$ cat config.mk
export PLATFORM = sky130hd
export DESIGN_NAME = spi_response_frame_parser_top
export DESIGN_NICKNAME = d
export VERILOG_FILES = /design/src/hdl/spfp_pkg.sv /design/src/hdl/spfp_parser.sv /design/src/hdl/spfp_out_queue.sv /design/src/hdl/spi_response_frame_parser_top.sv
export SDC_FILE = /design/constraint.sdc
export NUM_CORES = 1
export LEC_CHECK = 0
export BUFFER_PORTS_ARGS = -buffer_cell sky130_fd_sc_hd__buf_4
export CORE_MARGIN = 3
export CORE_UTILIZATION = 45
export CTS_CLUSTER_DIAMETER = 200
export DETAILED_ROUTE_END_ITERATION = 8
export GPL_ROUTABILITY_DRIVEN = 0
export GPL_TIMING_DRIVEN = 0
export REMOVE_ABC_BUFFERS = 1
export SYNTH_ARGS = -nofsm -noshare
export SYNTH_HDL_FRONTEND = slang
export SYNTH_SLANG_ARGS = --single-unit
$ cat constraint.sdc
create_clock -name clk -period 4.48 [get_ports clk]
set_clock_uncertainty 0.05 [all_clocks]
set_input_delay 0.448 -clock clk [delete_from_list [all_inputs] [get_ports clk]]
set_output_delay 0.448 -clock clk [all_outputs]
set_load 0.02 [all_outputs]
$ cat src/hdl/spfp_pkg.sv
`timescale 1ns / 1ps
// ---------------------------------------------------------------------------
// spfp_pkg
// Shared types and codes for the reply frame parser.
// ---------------------------------------------------------------------------
package spfp_pkg;

    localparam logic [7:0] MARK_START = 8'hE0;
    localparam logic [7:0] MARK_ERROR = 8'hEF;
    localparam logic [7:0] REPLY_BIT  = 8'h80;

    localparam int CMD_W   = 7;
    localparam int CFG_W   = 8;
    localparam int LEN_W   = 15;

    // register indexes
    localparam logic REG_EXPECTED_COMMAND = 1'b0;
    localparam logic REG_MAX_PARAMS       = 1'b1;

    // result kinds
    localparam logic [1:0] KIND_LEN  = 2'd0;
    localparam logic [1:0] KIND_DATA = 2'd1;
    localparam logic [1:0] KIND_DONE = 2'd2;
    localparam logic [1:0] KIND_ERR  = 2'd3;

    // error codes
    localparam logic [LEN_W-1:0] ERR_BAD_START = 15'd0;
    localparam logic [LEN_W-1:0] ERR_BAD_ECHO  = 15'd1;

    // parser phases
    localparam logic [2:0] PH_IDLE  = 3'd0;
    localparam logic [2:0] PH_ECHO  = 3'd1;
    localparam logic [2:0] PH_COUNT = 3'd2;
    localparam logic [2:0] PH_LEN1  = 3'd3;
    localparam logic [2:0] PH_LEN2  = 3'd4;
    localparam logic [2:0] PH_DATA  = 3'd5;
    localparam logic [2:0] PH_CLOSE = 3'd6;

    typedef struct packed {
        logic [7:0] rx_byte;
        logic       frame_start;
    } in_word_t;

    typedef struct packed {
        logic [1:0]       kind;
        logic [7:0]       param_index;
        logic [LEN_W-1:0] value;
        logic             error_marker_seen;
        logic             last;
    } out_word_t;

    typedef struct packed {
        logic      valid;
        out_word_t word;
    } result_t;

endpackage

$ cat src/hdl/spfp_parser.sv
`timescale 1ns / 1ps
// ---------------------------------------------------------------------------
// spfp_parser
// Frame state, configuration registers and the per-byte parse step.
// ---------------------------------------------------------------------------
module spfp_parser (
    input  logic                      clk,
    input  logic                      rst_n,
    input  logic                      step,
    input  spfp_pkg::in_word_t        in_word,
    input  logic                      cfg_write,
    input  logic                      cfg_index,
    input  logic [spfp_pkg::CFG_W-1:0] cfg_data,
    output spfp_pkg::result_t         result
);
    import spfp_pkg::*;

    logic [CMD_W-1:0] expected_command_reg;
    logic [7:0]       max_params_reg;

    logic [2:0]       phase_reg,         phase_next;
    logic [7:0]       params_total_reg,  params_total_next;
    logic [7:0]       current_param_reg, current_param_next;
    logic [LEN_W-1:0] bytes_left_reg,    bytes_left_next;
    logic [6:0]       length_high_reg,   length_high_next;
    logic             err_flag_reg,      err_flag_next;

    logic [7:0]       b;
    logic [7:0]       param_inc;
    logic [2:0]       after_param;
    logic [LEN_W-1:0] long_len;
    logic [LEN_W-1:0] bytes_dec;

    assign b           = in_word.rx_byte;
    assign param_inc   = current_param_reg + 8'd1;
    assign after_param = (param_inc >= params_total_reg) ? PH_CLOSE : PH_LEN1;
    assign long_len    = {length_high_reg, b};
    assign bytes_dec   = (bytes_left_reg != '0) ? bytes_left_reg - 1'b1 : bytes_left_reg;

    always_comb
    begin
        phase_next         = phase_reg;
        params_total_next  = params_total_reg;
        current_param_next = current_param_reg;
        bytes_left_next    = bytes_left_reg;
        length_high_next   = length_high_reg;
        err_flag_next      = err_flag_reg;
        result.valid                  = 1'b0;
        result.word.kind              = KIND_LEN;
        result.word.param_index       = current_param_reg;
        result.word.value             = '0;
        result.word.error_marker_seen = err_flag_reg;
        result.word.last              = 1'b0;

        if (in_word.frame_start)
        begin
            if (b == MARK_START || b == MARK_ERROR)
            begin
                err_flag_next = (b == MARK_ERROR);
                phase_next    = PH_ECHO;
            end
            else
            begin
                err_flag_next                 = 1'b0;
                phase_next                    = PH_IDLE;
                result.valid                  = 1'b1;
                result.word.kind              = KIND_ERR;
                result.word.param_index       = '0;
                result.word.value             = ERR_BAD_START;
                result.word.error_marker_seen = 1'b0;
                result.word.last              = 1'b1;
            end
        end
        else
        begin
            case (phase_reg)
                PH_ECHO:
                begin
                    if (b == ({1'b0, expected_command_reg} | REPLY_BIT))
                        phase_next = PH_COUNT;
                    else
                    begin
                        phase_next              = PH_IDLE;
                        result.valid            = 1'b1;
                        result.word.kind        = KIND_ERR;
                        result.word.param_index = '0;
                        result.word.value       = ERR_BAD_ECHO;
                        result.word.last        = 1'b1;
                    end
                end
                PH_COUNT:
                begin
                    params_total_next  = (b > max_params_reg) ? max_params_reg : b;
                    current_param_next = '0;
                    phase_next = (params_total_next == '0) ? PH_CLOSE : PH_LEN1;
                end
                PH_LEN1:
                begin
                    if (b[7])
                    begin
                        length_high_next = b[6:0];
                        phase_next       = PH_LEN2;
                    end
                    else
                    begin
                        result.valid      = 1'b1;
                        result.word.kind  = KIND_LEN;
                        result.word.value = {7'd0, b};
                        bytes_left_next   = {7'd0, b};
                        if (b == '0)
                        begin
                            current_param_next = param_inc;
                            phase_next         = after_param;
                        end
                        else
                            phase_next = PH_DATA;
                    end
                end
                PH_LEN2:
                begin
                    result.valid      = 1'b1;
                    result.word.kind  = KIND_LEN;
                    result.word.value = long_len;
                    bytes_left_next   = long_len;
                    if (long_len == '0)
                    begin
                        current_param_next = param_inc;
                        phase_next         = after_param;
                    end
                    else
                        phase_next = PH_DATA;
                end
                PH_DATA:
                begin
                    result.valid      = 1'b1;
                    result.word.kind  = KIND_DATA;
                    result.word.value = {7'd0, b};
                    bytes_left_next   = bytes_dec;
                    if (bytes_dec == '0)
                    begin
                        current_param_next = param_inc;
                        phase_next         = after_param;
                    end
                end
                PH_CLOSE:
                begin
                    phase_next              = PH_IDLE;
                    result.valid            = 1'b1;
                    result.word.kind        = KIND_DONE;
                    result.word.param_index = '0;
                    result.word.value       = {7'd0, params_total_reg};
                    result.word.last        = 1'b1;
                end
                default:
                    phase_next = PH_IDLE;
            endcase
        end

        if (!step)
        begin
            phase_next         = phase_reg;
            params_total_next  = params_total_reg;
            current_param_next = current_param_reg;
            bytes_left_next    = bytes_left_reg;
            length_high_next   = length_high_reg;
            err_flag_next      = err_flag_reg;
            result.valid       = 1'b0;
        end
    end

    always_ff @(posedge clk or negedge rst_n)
    begin
        if (!rst_n)
        begin
            expected_command_reg <= '0;
            max_params_reg       <= 8'd1;
            phase_reg            <= PH_IDLE;
            params_total_reg     <= '0;
            current_param_reg    <= '0;
            bytes_left_reg       <= '0;
            length_high_reg      <= '0;
            err_flag_reg         <= 1'b0;
        end
        else
        begin
            if (cfg_write && cfg_index == REG_EXPECTED_COMMAND)
                expected_command_reg <= cfg_data[CMD_W-1:0];
            if (cfg_write && cfg_index == REG_MAX_PARAMS)
                max_params_reg <= cfg_data;
            phase_reg         <= phase_next;
            params_total_reg  <= params_total_next;
            current_param_reg <= current_param_next;
            bytes_left_reg    <= bytes_left_next;
            length_high_reg   <= length_high_next;
            err_flag_reg      <= err_flag_next;
        end
    end

    // data phase always holds a nonzero byte count
    assert property (@(posedge clk) disable iff (!rst_n)
        phase_reg == PH_DATA |-> bytes_left_reg != '0)
        else $error("data phase with zero byte count");

    // terminal results always flagged last
    assert property (@(posedge clk) disable iff (!rst_n)
        result.valid && (result.word.kind == KIND_DONE || result.word.kind == KIND_ERR)
        |-> result.word.last)
        else $error("terminal word without last");

    // a terminal result returns the parser to idle
    assert property (@(posedge clk) disable iff (!rst_n)
        result.valid && result.word.last |=> phase_reg == PH_IDLE)
        else $error("parser not idle after terminal word");

endmodule

$ cat src/hdl/spfp_out_queue.sv
`timescale 1ns / 1ps
// ---------------------------------------------------------------------------
// spfp_out_queue
// Two-entry result buffer; decouples the parser from output stall.
// ---------------------------------------------------------------------------
module spfp_out_queue (
    input  logic                clk,
    input  logic                rst_n,
    input  spfp_pkg::result_t   push,
    output logic                has_space,
    output logic                out_valid,
    input  logic                out_stall,
    output spfp_pkg::out_word_t out_data
);
    import spfp_pkg::*;

    out_word_t  mem_reg [2];
    logic       wr_ptr_reg;
    logic       rd_ptr_reg;
    logic [1:0] count_reg, count_next;
    logic       pop;

    assign out_valid = (count_reg != 2'd0);
    assign out_data  = mem_reg[rd_ptr_reg];
    assign has_space = (count_reg != 2'd2);
    assign pop       = out_valid && !out_stall;

    always_comb
    begin
        count_next = count_reg;
        if (push.valid && !pop)
            count_next = count_reg + 2'd1;
        else if (!push.valid && pop)
            count_next = count_reg - 2'd1;
    end

    always_ff @(posedge clk)
    begin
        if (push.valid)
            mem_reg[wr_ptr_reg] <= push.word;
    end

    always_ff @(posedge clk or negedge rst_n)
    begin
        if (!rst_n)
        begin
            wr_ptr_reg <= 1'b0;
            rd_ptr_reg <= 1'b0;
            count_reg  <= 2'd0;
        end
        else
        begin
            if (push.valid)
                wr_ptr_reg <= ~wr_ptr_reg;
            if (pop)
                rd_ptr_reg <= ~rd_ptr_reg;
            count_reg <= count_next;
        end
    end

    assert property (@(posedge clk) disable iff (!rst_n)
        count_reg != 2'd3)
        else $error("queue count overflow");

    assert property (@(posedge clk) disable iff (!rst_n)
        !(push.valid && !has_space))
        else $error("push into full queue");

    assert property (@(posedge clk) disable iff (!rst_n)
        push.valid |=> out_valid)
        else $error("pushed word not visible");

endmodule

$ cat src/hdl/spi_response_frame_parser_top.sv
`timescale 1ns / 1ps
// An accepted word is held in the input register; its result (if any) goes through the output queue to out_data.
// Throughput: one word per cycle while the queue has space; the parse step is a single registered pass.
// Input is held in one register; a two-entry output queue absorbs output stall.
// Reset (rst_n low, async): parser idle, expected_command 0, max_params 1, queue empty.
// ---------------------------------------------------------------------------
// spi_response_frame_parser_top
// Byte-wise reply frame parser: input register, parse step, output queue.
// ---------------------------------------------------------------------------
module spi_response_frame_parser_top (
    input  logic                       clk,
    input  logic                       rst_n,
    input  logic                       in_valid,
    output logic                       in_stall,
    input  spfp_pkg::in_word_t         in_data,
    output logic                       out_valid,
    input  logic                       out_stall,
    output spfp_pkg::out_word_t        out_data,
    input  logic                       cfg_write,
    input  logic                       cfg_index,
    input  logic [spfp_pkg::CFG_W-1:0] cfg_data
);
    import spfp_pkg::*;

    in_word_t in_word_reg;
    logic     in_full_reg, in_full_next;
    logic     advance;
    logic     has_space;
    logic     in_take;
    result_t  result;

    assign advance  = in_full_reg && has_space;
    assign in_stall = in_full_reg && !advance;
    assign in_take  = in_valid && !in_stall;

    always_comb
    begin
        in_full_next = in_take || (in_full_reg && !advance);
    end

    always_ff @(posedge clk)
    begin
        if (in_take)
            in_word_reg <= in_data;
    end

    always_ff @(posedge clk or negedge rst_n)
    begin
        if (!rst_n)
            in_full_reg <= 1'b0;
        else
            in_full_reg <= in_full_next;
    end

    spfp_parser u_parser (
        .clk       (clk),
        .rst_n     (rst_n),
        .step      (advance),
        .in_word   (in_word_reg),
        .cfg_write (cfg_write),
        .cfg_index (cfg_index),
        .cfg_data  (cfg_data),
        .result    (result)
    );

    spfp_out_queue u_queue (
        .clk       (clk),
        .rst_n     (rst_n),
        .push      (result),
        .has_space (has_space),
        .out_valid (out_valid),
        .out_stall (out_stall),
        .out_data  (out_data)
    );

    assert property (@(posedge clk) disable iff (!rst_n)
        in_take |=> in_full_reg)
        else $error("accepted word not held");

    assert property (@(posedge clk) disable iff (!rst_n)
        in_full_reg && !advance |=> in_full_reg && $stable(in_word_reg))
        else $error("held word lost or changed");

    assert property (@(posedge clk) disable iff (!rst_n)
        result.valid |-> advance)
        else $error("result without parse step");

endmodule
==> flow_summary.json <==
{
  "crit_slowest_cell": "and2_1",
  "cp_top_family": "simple AND/OR/NAND/NOR gates",
  "synth_edf_count": 63,
  "grt_max_degree": 63,
  "first_pass_iters": 5,
  "max_cap_violations": 0,
  "yosysMostFrequentCell": "edfxtp_1",
  "fin_util_pct": 54.5,
  "antennaDiodeCount": 0,
  "htree_levels": 4,
  "hold_slack_ns": 0.0650,
  "synthXorXnorAreaFrac_pct": 2.52,
  "chipHeight_microns": 127,
  "worstSetupPathType": "reg2reg",
  "r2r_slack_ns": 0.57,
  "crit_start": "u_parser.phase_reg[0]$_DFFE_PN0P_",
  "critPathBufInv": 0,
  "fmax_mhz": 256,
  "rr_startpoint": "u_parser.phase_reg[0]$_DFFE_PN0P_",
  "tightest_slew_ns": 1.23,
  "dieArea_sq_um": 16100,
  "globalRouteTotalUtil_pct": 18.9,
  "drtAntennaViolNets": 0,
  "synthAdderAreaFrac_pct": 3.61,
  "syn_inst": 606,
  "worstPathCellList": "nand2_1, o21ai_1, o31ai_1, a21oi_1, and2_1",
  "place_ws_ns": 0.524,
  "yosys.area.top_type": "edfxtp_1",
  "ys_seq_area_share_pct": 52.3,
  "cts_buffers": 17,
  "r2r_cells": 5,
  "synthTopCellsByArea": "edfxtp_1, dfrtp_1, mux2_2, ha_1, o21ai_0",
  "period_share_pct": 87.2,
  "hold_buffers": 0,
  "timing_hold_violations_final": 0,
  "drive_gt1_share_pct": 22.2,
  "initial_core_util_pct": 46.8,
  "synth_seq_cells": 125,
  "synthSimpleGateAreaFrac_pct": 14.0,
  "outcome": "finished, final reports clean",
  "dr.first_iter.drc_count": 338,
  "drc": 0,
  "largest_reg_flops": 54,
  "ys_warn_count": 0,
  "drv_slew": 0,
  "synth.top_cell.area_share_pct": 28.7,
  "setup_violations": 0,
  "syn2layout_area_growth_pct": 16.5,
  "fin_crit_ns": 3.91,
  "cts_tree": "yes",
  "wl_per_cell_microns": 17.4,
  "dp_hpwl_microns": 10100,
  "clkTransAtPathRegs_ns": 0.05,
  "hold_path.class": "in2async",
  "core-area_sq_um": 14100,
  "synth.avg_cell_area_sq_um": 10.9,
  "power_density_nw_per_um2": 490,
  "cp.arrival_ns": 3.88,
  "r2r-end": "u_queue.mem_reg[1][13]$_DFFE_PP_",
  "synth.distinct_cells": 60,
  "worstSkewPairLatency_ns": 0.42,
  "synth_top_family_by_area": "compound AO/OA/AOI/OAI gates",
  "tns_ns": 0,
  "overflow": 0,
  "synthTopCellsByCount": "edfxtp_1, dfrtp_1, mux2_2",
  "synthMuxAreaShare_pct": 9.49,
  "cp.required_ns": 4.45,
  "cts_root_buf": "clkbuf_16",
  "die_width_microns": 127,
  "slew_headroom_pct": 17.2,
  "cp-start-kind": "register",
  "portBuffers": 51,
  "vdd_drop_max_uv": 267,
  "synthArstFlopShare_pct": 49.6,
  "antenna_found_initial": 0,
  "post_cts_buffers": 0,
  "crit_end": "u_queue.mem_reg[1][13]$_DFFE_PP_",
  "synth_ff_type": "edfxtp_1",
  "fin_ws_ns": 0.573,
  "rows": 43,
  "wl_microns": 14600,
  "numClockSinks": 125,
  "ios": 52,
  "p_leak_uw": 0.00318,
  "vias_per_cell": 5.72,
  "num_vias": 4801,
  "synth-compound-area-share_pct": 14.4,
  "end_kind": "register",
  "rsz0062_at_grt": "false",
  "synthesis.area_sq_um": 6590,
  "grt_pass1_vias": 4688,
  "grt_pass1_wl_microns": 24100,
  "critical_path.max_stage_delay_ns": 1.01,
  "crit_fanout": 31,
  "clockBufferDepth": 2,
  "final_net_count": 688,
  "cp_num_cells": 5,
  "cts_resized": 0
}
cells in the final DEF, fill, tap and decap left out, drive strengths merged, types with 8 or more instances in the layout:
| cell | synthesis | final |
|---|---|---|
| a21oi | 35 | 35 |
| a22oi | 9 | 9 |
| a31oi | 9 | 9 |
| and2 | 21 | 21 |
| buf | 7 | 52 |
| clkbuf | 24 | 22 |
| dfrtp | 61 | 61 |
| edfxtp | 63 | 63 |
| ha | 19 | 19 |
| inv | 32 | 32 |
| mux2 | 52 | 52 |
| nand2 | 31 | 31 |
| nand2b | 8 | 8 |
| nor2 | 52 | 52 |
| nor2b | 10 | 10 |
| nor3 | 17 | 17 |
| nor4 | 13 | 13 |
| o21ai | 46 | 46 |
| o31ai | 11 | 11 |
| xnor2 | 9 | 9 |
| xor2 | 10 | 10 |
how the worst min path moves through the flow:
stage | start | endpoint | slack, ns | depth (start not counted)
after global routing | rst_n | u_parser.current_param_reg[4]$_DFFE_PN0P_ | 0.13 | 1
after CTS | rst_n | u_parser.current_param_reg[4]$_DFFE_PN0P_ | 0.10 | 1
final | rst_n | u_parser.current_param_reg[4]$_DFFE_PN0P_ | 0.06 | 1
after detailed placement | u_queue.wr_ptr_reg$_DFFE_PN0P_ | u_queue.wr_ptr_reg$_DFFE_PN0P_ | 0.45 | 1
after global placement | u_queue.wr_ptr_reg$_DFFE_PN0P_ | u_queue.wr_ptr_reg$_DFFE_PN0P_ | 0.42 | 1
after floorplan | rst_n | in_full_reg$_DFF_PN0_ | 0.10 | 0
cell families after synthesis:
logic type,Yosys count
xor gates and xnor gates,19
buffers and inverters,63
AOI/OAI and AO/OA,144
muxes,56
DFF,125
adders and majority gates,19
and+or+nand+nor,180
stage by stage:
step / total power [uW] / cell area [sq um] / instances
final: 3770 / 7680 / 839
after global routing: 3960 / 7680 / 839
after CTS: 3810 / 7670 / 839
after detailed placement: 2460 / 7090 / 807
after global placement: 2440 / 7070 / 806
after floorplan: 2100 / 6460 / 575
routing by layer:
metal	GRT usage [%]	up-vias	routed length [microns]
met4	7.95	0	311
met5	0	-	0
met1	25.7	2306	6600
li1	-	2311	-
met3	4.22	25	734
met2	29.5	159	6980
worst register-to-register path, stage by stage (launching register included):
cell and delay [ns]:
dfrtp_1 0.95, nand2_1 0.33, o21ai_1 0.62, o31ai_1 0.12, a21oi_1 0.41, and2_1 1.01
power breakdown:
group	leakage, uW	switching, uW	internal [uW]	total [uW]
clock network	0.000272	486	846	1330
registers	0.00142	180	1380	1560
logic	0.00149	461	409	870
area by class of cell:
class	instances	area, sq um
clock buffer	22	464
clock inverter	10	118
fill	1228	6420
inverter	32	120
multi-input combinational	418	2910
sequential	125	3440
tap	180	225
timing repair buffer	52	398
(Power assumes the default switching activity.)
